## config.mk

```make
export PLATFORM = sky130hd
export DESIGN_NAME = directed_route_hop_processor
export DESIGN_NICKNAME = d
export VERILOG_FILES = /design/src/rtl/drhp_pkg.sv /design/src/rtl/drhp_cfg.sv /design/src/rtl/drhp_core.sv /design/src/rtl/directed_route_hop_processor.sv
export SDC_FILE = /design/constraint.sdc
export NUM_CORES = 1
export LEC_CHECK = 0
export ABC_AREA = 0
export ABC_CLOCK_PERIOD_IN_PS = 3160
export BUFFER_PORTS_ARGS = -buffer_cell sky130_fd_sc_hd__buf_4
export CORE_MARGIN = 8
export CORE_UTILIZATION = 45
export DETAILED_ROUTE_END_ITERATION = 10
export PLACE_DENSITY = 0.69
export SETUP_SLACK_MARGIN = 0.2
export SYNTH_ARGS = -nofsm -noshare
export SYNTH_HDL_FRONTEND = slang
export SYNTH_HIERARCHICAL = 1
export SYNTH_SLANG_ARGS = --single-unit
```

## constraint.sdc

```tcl
create_clock -name clk -period 3.16 [get_ports clk]
set_input_delay 0.316 -clock clk [delete_from_list [all_inputs] [get_ports clk]]
set_output_delay 0.316 -clock clk [all_outputs]
set_load 0.01 [all_outputs]
```

## src/rtl/drhp_pkg.sv

```systemverilog
package drhp_pkg;

  localparam int unsigned MAX_HOPS = 64;

  localparam logic [7:0] MAX_HOPS_W = 8'(MAX_HOPS);

  // function select codes
  typedef enum logic [1:0] {
    FN_SEND_CHECK = 2'd0,
    FN_RECV_CHECK = 2'd1,
    FN_CLASSIFY   = 2'd2,
    FN_NEXT_PORT  = 2'd3
  } func_t;

  // forward class codes
  localparam logic [1:0] CLS_LOCAL   = 2'd0;
  localparam logic [1:0] CLS_SEND    = 2'd1;
  localparam logic [1:0] CLS_FORWARD = 2'd2;

  // configuration register indexes
  localparam logic [1:0] REG_IS_SWITCH  = 2'd0;
  localparam logic [1:0] REG_PORT_COUNT = 2'd1;

  typedef struct packed {
    logic       is_switch_node;
    logic [7:0] port_count;
  } cfg_t;

  typedef struct packed {
    func_t      func;
    logic [7:0] hop_pointer;
    logic [7:0] hop_count;
    logic       returning;
    logic       source_permissive;
    logic       dest_permissive;
    logic [7:0] port_number;
    logic [7:0] initial_next;
    logic [7:0] return_prev;
  } item_t;

  typedef struct packed {
    logic       handle;
    logic [7:0] new_hop_pointer;
    logic       path_write;
    logic [7:0] path_write_index;
    logic [7:0] path_write_value;
    logic [1:0] forward_class;
    logic [7:0] next_port;
  } result_t;

endpackage

```

## src/rtl/drhp_cfg.sv

```systemverilog
module drhp_cfg (
  input  logic              clk,
  input  logic              rst,
  input  logic              cfg_valid,
  input  logic [1:0]        cfg_index,
  input  logic [7:0]        cfg_data,
  output drhp_pkg::cfg_t    cfg
);
  import drhp_pkg::*;

  always_ff @(posedge clk) begin
    if (rst) begin
      cfg.is_switch_node <= 1'b0;
      cfg.port_count     <= 8'd0;
    end else if (cfg_valid) begin
      case (cfg_index)
        REG_IS_SWITCH:  cfg.is_switch_node <= cfg_data[0];
        REG_PORT_COUNT: cfg.port_count     <= cfg_data;
        default: ;
      endcase
    end
  end

endmodule

```

## src/rtl/drhp_core.sv

```systemverilog
module drhp_core (
  input  drhp_pkg::cfg_t    cfg,
  input  drhp_pkg::item_t   item,
  output drhp_pkg::result_t res
);
  import drhp_pkg::*;

  logic       sw;
  logic [7:0] p;
  logic [7:0] cnt;
  logic [8:0] cnt_p1;
  logic       too_many;
  logic       p_eq_cnt1;
  logic       fwd_mid;
  logic       ret_mid;
  logic       wr;

  assign sw        = cfg.is_switch_node;
  assign p         = item.hop_pointer;
  assign cnt       = item.hop_count;
  assign cnt_p1    = {1'b0, cnt} + 9'd1;
  assign too_many  = (cnt >= MAX_HOPS_W);
  assign p_eq_cnt1 = ({1'b0, p} == cnt_p1);
  // intermediate hops on the outbound and the return path
  assign fwd_mid   = (p != 8'd0) && (p < cnt);
  assign ret_mid   = (p >= 8'd2) && (p <= cnt);

  always_comb begin
    res                 = '0;
    res.new_hop_pointer = p;
    res.forward_class   = CLS_LOCAL;
    wr                  = 1'b0;
    case (item.func)
      FN_SEND_CHECK: begin
        if (too_many) begin
          res.handle = 1'b0;
        end else if (!item.returning) begin
          if (cnt != 8'd0 && p == 8'd0) begin
            res.new_hop_pointer = p + 8'd1;
            res.handle          = (item.initial_next == item.port_number);
          end else if (fwd_mid) begin
            if (sw) begin
              res.new_hop_pointer = p + 8'd1;
              res.handle          = (item.initial_next == item.port_number);
            end
          end else if (p == cnt) begin
            res.new_hop_pointer = p + 8'd1;
            res.handle          = sw | item.source_permissive;
          end else begin
            res.handle = p_eq_cnt1;
          end
        end else begin
          if (cnt != 8'd0 && p_eq_cnt1) begin
            res.new_hop_pointer = p - 8'd1;
            res.handle          = (item.return_prev == item.port_number);
          end else if (ret_mid) begin
            if (sw) begin
              res.new_hop_pointer = p - 8'd1;
              res.handle          = (item.return_prev == item.port_number);
            end
          end else if (p == 8'd1) begin
            res.new_hop_pointer = 8'd0;
            res.handle          = sw | item.dest_permissive;
          end else begin
            res.handle = (p == 8'd0);
          end
        end
      end
      FN_RECV_CHECK: begin
        if (too_many) begin
          res.handle = 1'b0;
        end else if (!item.returning) begin
          if (cnt != 8'd0 && p == 8'd0) begin
            res.handle = 1'b0;
          end else if (fwd_mid) begin
            if (sw) begin
              wr         = 1'b1;
              res.handle = (item.initial_next <= cfg.port_count);
            end
          end else if (p == cnt) begin
            wr         = (cnt != 8'd0);
            res.handle = sw | item.source_permissive;
          end else begin
            res.handle = p_eq_cnt1;
          end
        end else begin
          if (cnt != 8'd0 && p_eq_cnt1) begin
            res.new_hop_pointer = p - 8'd1;
            res.handle          = (item.return_prev == item.port_number);
          end else if (ret_mid) begin
            res.handle = sw && (item.return_prev <= cfg.port_count);
          end else if (p == 8'd1) begin
            if (item.dest_permissive) begin
              res.new_hop_pointer = 8'd0;
              res.handle          = 1'b1;
            end else begin
              res.handle = sw;
            end
          end else begin
            res.handle = (p == 8'd0);
          end
        end
      end
      FN_CLASSIFY: begin
        if (!item.returning) begin
          if (fwd_mid) begin
            res.forward_class = CLS_FORWARD;
          end else if (p == cnt) begin
            res.forward_class = item.source_permissive ? CLS_SEND : CLS_LOCAL;
          end else if (p_eq_cnt1) begin
            res.forward_class = CLS_SEND;
          end
        end else begin
          if (ret_mid) begin
            res.forward_class = CLS_FORWARD;
          end else if (p == 8'd1) begin
            res.forward_class = item.dest_permissive ? CLS_LOCAL : CLS_SEND;
          end
        end
      end
      FN_NEXT_PORT: begin
        res.next_port = item.returning ? item.return_prev : item.initial_next;
      end
      default: ;
    endcase
    res.path_write       = wr;
    res.path_write_index = wr ? p : 8'd0;
    res.path_write_value = wr ? item.port_number : 8'd0;
  end

endmodule

```

## src/rtl/directed_route_hop_processor.sv

```systemverilog
// Directed-route SMP hop processor.
// A request passes through the input register, the hop logic and the result
// register. Throughput: one request per cycle while in_stall is low; in_stall
// rises only while both registers hold requests and out_stall is high.
// Reset (rst, synchronous, active high) empties the pipeline and clears
// is_switch_node and port_count to 0.
module directed_route_hop_processor (
  input  logic       clk,
  input  logic       rst,

  // request channel
  input  logic       in_valid,
  output logic       in_stall,
  input  logic [1:0] func,
  input  logic [7:0] hop_pointer,
  input  logic [7:0] hop_count,
  input  logic       returning,
  input  logic       source_permissive,
  input  logic       dest_permissive,
  input  logic [7:0] port_number,
  input  logic [7:0] initial_next,
  input  logic [7:0] return_prev,

  // result channel
  output logic       out_valid,
  input  logic       out_stall,
  output logic       handle,
  output logic [7:0] new_hop_pointer,
  output logic       path_write,
  output logic [7:0] path_write_index,
  output logic [7:0] path_write_value,
  output logic [1:0] forward_class,
  output logic [7:0] next_port,

  // configuration write channel
  input  logic       cfg_valid,
  output logic       cfg_ready,
  input  logic [1:0] cfg_index,
  input  logic [7:0] cfg_data
);
  import drhp_pkg::*;

  cfg_t    cfg;
  item_t   s1_item;
  logic    s1_valid;
  result_t core_res;
  result_t s2_res;
  logic    s2_valid;
  logic    s2_take;
  logic    s1_take;

  // Register writes are always taken; software must only write while idle, the block does not enforce it.
  assign cfg_ready = 1'b1;

  drhp_cfg u_cfg (
    .clk       (clk),
    .rst       (rst),
    .cfg_valid (cfg_valid),
    .cfg_index (cfg_index),
    .cfg_data  (cfg_data),
    .cfg       (cfg)
  );

  // Result register loads whenever it is empty or being drained this cycle.
  assign s2_take  = !s2_valid || !out_stall;
  // Input register loads whenever it is empty or moves into the result stage.
  assign s1_take  = !s1_valid || s2_take;
  assign in_stall = !s1_take;

  // stage 1: request capture
  always_ff @(posedge clk) begin
    if (rst) begin
      s1_valid <= 1'b0;
    end else if (s1_take) begin
      s1_valid <= in_valid;
    end
  end

  always_ff @(posedge clk) begin
    if (s1_take && in_valid) begin
      s1_item.func              <= func_t'(func);
      s1_item.hop_pointer       <= hop_pointer;
      s1_item.hop_count         <= hop_count;
      s1_item.returning         <= returning;
      s1_item.source_permissive <= source_permissive;
      s1_item.dest_permissive   <= dest_permissive;
      s1_item.port_number       <= port_number;
      s1_item.initial_next      <= initial_next;
      s1_item.return_prev       <= return_prev;
    end
  end

  // hop checks, classification and port lookup
  drhp_core u_core (
    .cfg  (cfg),
    .item (s1_item),
    .res  (core_res)
  );

  // stage 2: result register, holds while the consumer stalls
  always_ff @(posedge clk) begin
    if (rst) begin
      s2_valid <= 1'b0;
    end else if (s2_take) begin
      s2_valid <= s1_valid;
    end
  end

  always_ff @(posedge clk) begin
    if (s2_take && s1_valid) begin
      s2_res <= core_res;
    end
  end

  assign out_valid        = s2_valid;
  assign handle           = s2_res.handle;
  assign new_hop_pointer  = s2_res.new_hop_pointer;
  assign path_write       = s2_res.path_write;
  assign path_write_index = s2_res.path_write_index;
  assign path_write_value = s2_res.path_write_value;
  assign forward_class    = s2_res.forward_class;
  assign next_port        = s2_res.next_port;

endmodule

```

======== Word-level counts from Yosys, hierarchy flattened ========
Index checks and enable logic that the tools add are counted.
operators by class
  add/sub/neg operators ................... 3
  $lt $le $gt $ge ......................... 6
  equality and inequality tests ........... 9
  multiplexer cells ....................... 44
  bitwise logic cells ..................... 2
  reductions and logical operators ........ 20
operators with widths
  cell                   count
  $mux W8                9
  $mux W9                8
  $eq A8 B8 Y1           3
  $le A8 B8 Y1           3
  $mux W1                21
  $pmux W9 S2            1
  $reduce_bool A8 Y1     2
  $mux W2                5
  $add A8 B1 Y9 const B  1
  $eq A8 B9 Y1           1
  $add A8 B1 Y8 const B  1
  $eq A8 B1 Y1 const B   1
  $ge A8 B2 Y1 const B   1
  $ge A8 B7 Y1 const B   1
  $logic_not A8 Y1       1
  $lt A8 B8 Y1           1
  $sub A8 B1 Y8 const B  1
  $logic_and A1 B1 Y1    7
  $eq A2 B1 Y1 const B   2
  $eq A2 B2 Y1 const B   2
  $logic_not A1 Y1       4
  $logic_not A2 Y1       2
  $reduce_and A2 Y1      2
  $logic_or A1 B1 Y1     2
  $or A1 B1 Y1           2
word-level totals
  flip-flop bits (word level) ............. 92
  output and inout bits ................... 39
  logic and storage cells ................. 104

======== Logic depth before layout (Yosys ltp) ========
  depth in word-level cells ............... 8
  depth in mapped cells ................... 11
  mapped depth without buffers ............ 10

======== Modules after synthesis ========
The synthesis kept the hierarchy.
by module, submodules not included
  module                        instances  cells an instance  area an instance (µm²)  seq. area each (µm²)
  directed_route_hop_processor  1          93                 2529.9                  2472.4
  drhp_core                     1          351                2423.6                  0.0
  drhp_cfg                      1          39                 409.1                   180.2

======== Worst setup path before layout ========
OpenSTA, ideal clock, no wires.
  kind .................................... register -> register
  start point ............................. register s1_valid
  end point ............................... register s2_res (netlist bit forward_class[0]), enable pin
  arrival ................................. 3018 ps
  setup slack ............................. -342 ps
  stages on the path, launching flop included .. 2
  buffers on the path ..................... 0
  period minus slack after synthesis ...... 3502 ps
  cells stage by stage .................... dfxtp_1 > a21boi_0
between the ends
  longest elaborated chain between the ends .. 1
RTL lines
  item                      RTL line                             text
  start: declaration        directed_route_hop_processor.sv:45   logic s1_valid;
  start signal: assignment  directed_route_hop_processor.sv:75   s1_valid <= in_valid;
  $logic_and A1 B1 Y1       directed_route_hop_processor.sv:110  if (s2_take && s1_valid) begin
  end signal: assignment    directed_route_hop_processor.sv:111  s2_res <= core_res;
  end: declaration          directed_route_hop_processor.sv:47   result_t s2_res;
Every way passes these cells.
A chain may end at the register's enable or synchronous reset.

==> run_results.csv <==
group,metric,value,unit
sta,fmax,358.5,MHz
synth,synthCells,483,
power_and_ir_drop,p_int,0.002115,W
global_routing,grt_pass1_wl,22050,um
critical_path,r2r-start,"s1_item[28]",
power_and_ir_drop,p_switching,0.0006972,W
placement,dpl_worst_slack,301.7,ps
placement,place_area,6285,um^2
power_and_ir_drop,p_sw_share,24.79,%
critical_path,crit_required,3230,ps
critical_path,cp_max_fo,6,
synth,ys_seq_elements,92,
routing,ant_nets,0,
global_routing,grt_util_all_layers,17.59,%
placement,dp_hpwl,10430,um
sta,slew_viol_final,0,
critical_path,crit_start,"s1_item[28]",
placement,io_buffers,97,
sta,holdWs,140.0,ps
min_path,hp-class,"in -> reg",
sta,slew_headroom,37.63,%
placement,gp_congestion,0.8739,
clock_tree,htree_levels,3,
routing,post_drt_wl_per_cell,18.36,um
sta,fin_ws,370.4,ps
routing,vias_per_cell,5.591,
synth,synthTopCellsByCount,"81 x edfxtp_1, 31 x ha_1, 28 x inv_1",
die,ios,99,
die,initial_core_util,45.40,%
routing,route.detailed.drc,0,
synth,synth_most_common_cell,"edfxtp_1",
sta,rsz0062_at_grt,"no",
cells_and_area,fin_area,6578,um^2
global_routing,first_global_vias,4298,
die,die_area,15670,um^2
cells_and_area,num_antenna_cells,0,
sta,fin_crit,2790,ps
critical_path,worstSetupStartpointType,"flip-flop",
power_and_ir_drop,p_total,0.002812,W
global_routing,grt_overflow,0,
clock_tree,clockBufferDepth,2,
critical_path,end_kind,"flip-flop",
routing,routed_wl,13570,um
critical_path,r2r_cells,10,
min_path,hold_depth,1,
synth,yosysWarnings,6,
routing,dr_total_vias,4132,
critical_path,cp_data_arrival_time,2860,ps
critical_path,crit_type,"reg -> reg",
global_routing,antenna_found_initial,0,
sta,fin_tns_setup,0,ps
die,coreArea,11810,um^2
global_routing,grt_max_degree,46,
synth,syn_nets,574,
synth,synth_cell_types,73,
sta,fin_crit_sh,88.28,%
synth,yosys.area.top_type,"edfxtp_1",
clock_tree,cts.sinks,92,
clock_tree,postCtsHoldBufs,0,
cells_and_area,areaGrowthSynthToFinish,22.66,%
clock_tree,clk_pin_slew,60,ps
die,chipHeight,125.2,um
synth,syn_area,5363,um^2
synth,async_flop_share,0,%
cells_and_area,fillers,1019,
sta,tightest_slew,933.2,ps
synth,ys_seq_area_share,49.46,%
power_and_ir_drop,combPwrFrac,14.8,%
routing,drt_iter0_drc,339,
power_and_ir_drop,power.density,427.5,nW/um^2
clock_tree,cts_tree,"yes",
run_status,status,"complete, no violations",
power_and_ir_drop,power.share.clock,33.7,%
die,rows,40,
synth,synth_top_area_share,45.36,%
die,die_w,125.2,um
clock_tree,cts_inserted_buffers,9,
min_path,min_from,"return_prev[2]",
synth,ys.flop_type,"edfxtp_1",
clock_tree,insertion_delay,350,ps
synth,synth.area.top_cells,"edfxtp_1 45%, ha_1 7.2%, dfxtp_1 4.1%",
power_and_ir_drop,vdd_drop_max,338.5,uV
run,maxCapViolCount,0,
sta,finalHoldViolations,0,
power_and_ir_drop,pwr-share-seq,51.4,%
synth,synth_edf_count,81,
routing,firstDrtPassIters,5,
sta,clock_skew,8.041,ps
clock_tree,cts_root_buffer,"clkbuf_16",
synth,syn_avg_cell_area,11.10,um^2
cells_and_area,drive_above_1_share,26.86,%
power_and_ir_drop,power_leakage,2.582,nW
sta,setup_violations,0,
cells_and_area,finalNetCount,679,
-- kinds of logic after synthesis --
kind of cell	count (synthesis)	synth area share (%)
multiplexers	20	3.966
flip-flops	92	49.46
AND/OR/NAND/NOR	168	18.39
adder cells (fa/ha/maj)	31	7.233
other	1	0.06993
buffers and inverters	52	4.643
XOR/XNOR	26	4.246
AO/OA/AOI/OAI	93	11.99
-- metal layers --
metal  global-route usage (%)  wire, um
met1                    24.08      6312
met5                        0         0
met3                    4.462      1045
met2                    26.56      6058
met4                    5.802       154
-- worst max-delay path, stage by stage (launching register included) --
cell	delay (ps)
edfxtp_1	450
inv_1	100
ha_1	300
nor2b_1	160
o211ai_2	130
a21oi_1	250
o211ai_1	290
and3_1	280
a22o_1	190
a311oi_1	230
o21ai_1	140
-- worst paths after layout --
kind / slack (ps) / end
hold reg to reg: 470 / u_cfg/cfg[4]
setup reg to reg: 370 / new_hop_pointer[1]
setup / recovery: 370 / new_hop_pointer[1]
hold / removal: 140 / s1_item[2]
-- through the flow --
step,instances,util [%]
2_1_floorplan,483,-
3_3_place_gp,721,53.21
3_5_place_dp,721,53.21
4_1_cts,736,55.40
5_1_grt,739,55.69
6_report,739,55.69
-- placed cells by master, fill, tap and decap left out, types with 4 or more instances in the layout --
cell | netlist | routed
nor4_1 | 8 | 8
o21ai_1 | 6 | 6
ha_1 | 31 | 31
nor2b_1 | 4 | 4
clkbuf_16 | 0 | 9
a211oi_1 | 5 | 5
nand4_1 | 9 | 9
or3_1 | 5 | 5
and3_1 | 7 | 7
a21oi_1 | 22 | 22
nor2_1 | 26 | 25
nand2_1 | 20 | 20
xnor2_1 | 7 | 7
nor3_1 | 8 | 8
dfxtp_1 | 11 | 11
nand2b_1 | 21 | 21
buf_4 | 3 | 118
and2_1 | 15 | 15
xor2_1 | 19 | 19
mux2i_1 | 19 | 19
inv_1 | 28 | 28
o21ai_0 | 11 | 11
nand3_1 | 17 | 17
o21a_1 | 6 | 6
edfxtp_1 | 81 | 81
-- power by group through the flow --
stage,registers (W),logic (W),clock network [W]
after floorplan,0.00147,0.000239,0
after global placement,0.00147,0.000406,0
after detailed placement,0.00147,0.000412,0
after CTS,0.00145,0.000414,0.000985
after global routing,0.00145,0.000457,0.00103
final,0.00145,0.000417,0.000949
-- cell type report --
class / instances / area, um^2 / area share, %
inverters: 28 / 105.1 / 1.598
well taps: 147 / 183.9 / 2.796
repair buffers: 118 / 885.9 / 13.47
clock buffers: 10 / 229.0 / 3.481
clock inverters: 5 / 30.03 / 0.4565
multi-input cells: 339 / 2491 / 37.87
flip-flops and latches: 92 / 2653 / 40.33
-- state kept, by name, summed over array words and instances (netlist names) --
| signal | count |
|---|---|
| s1_valid | 1 |
| path_write_value | 8 |
| s1_item | 45 |
| out_valid | 1 |
| path_write | 1 |
| u_cfg/cfg | 9 |
| forward_class | 2 |
| next_port | 8 |
| path_write_index | 8 |
| handle | 1 |
| new_hop_pointer | 8 |
-- timing repair --
action,CTS,global route
buffers inserted,0,3
resized for setup,0,2
endpoints found under the setup margin,0,18
No activity file was read; power rests on OpenSTA's default activity.
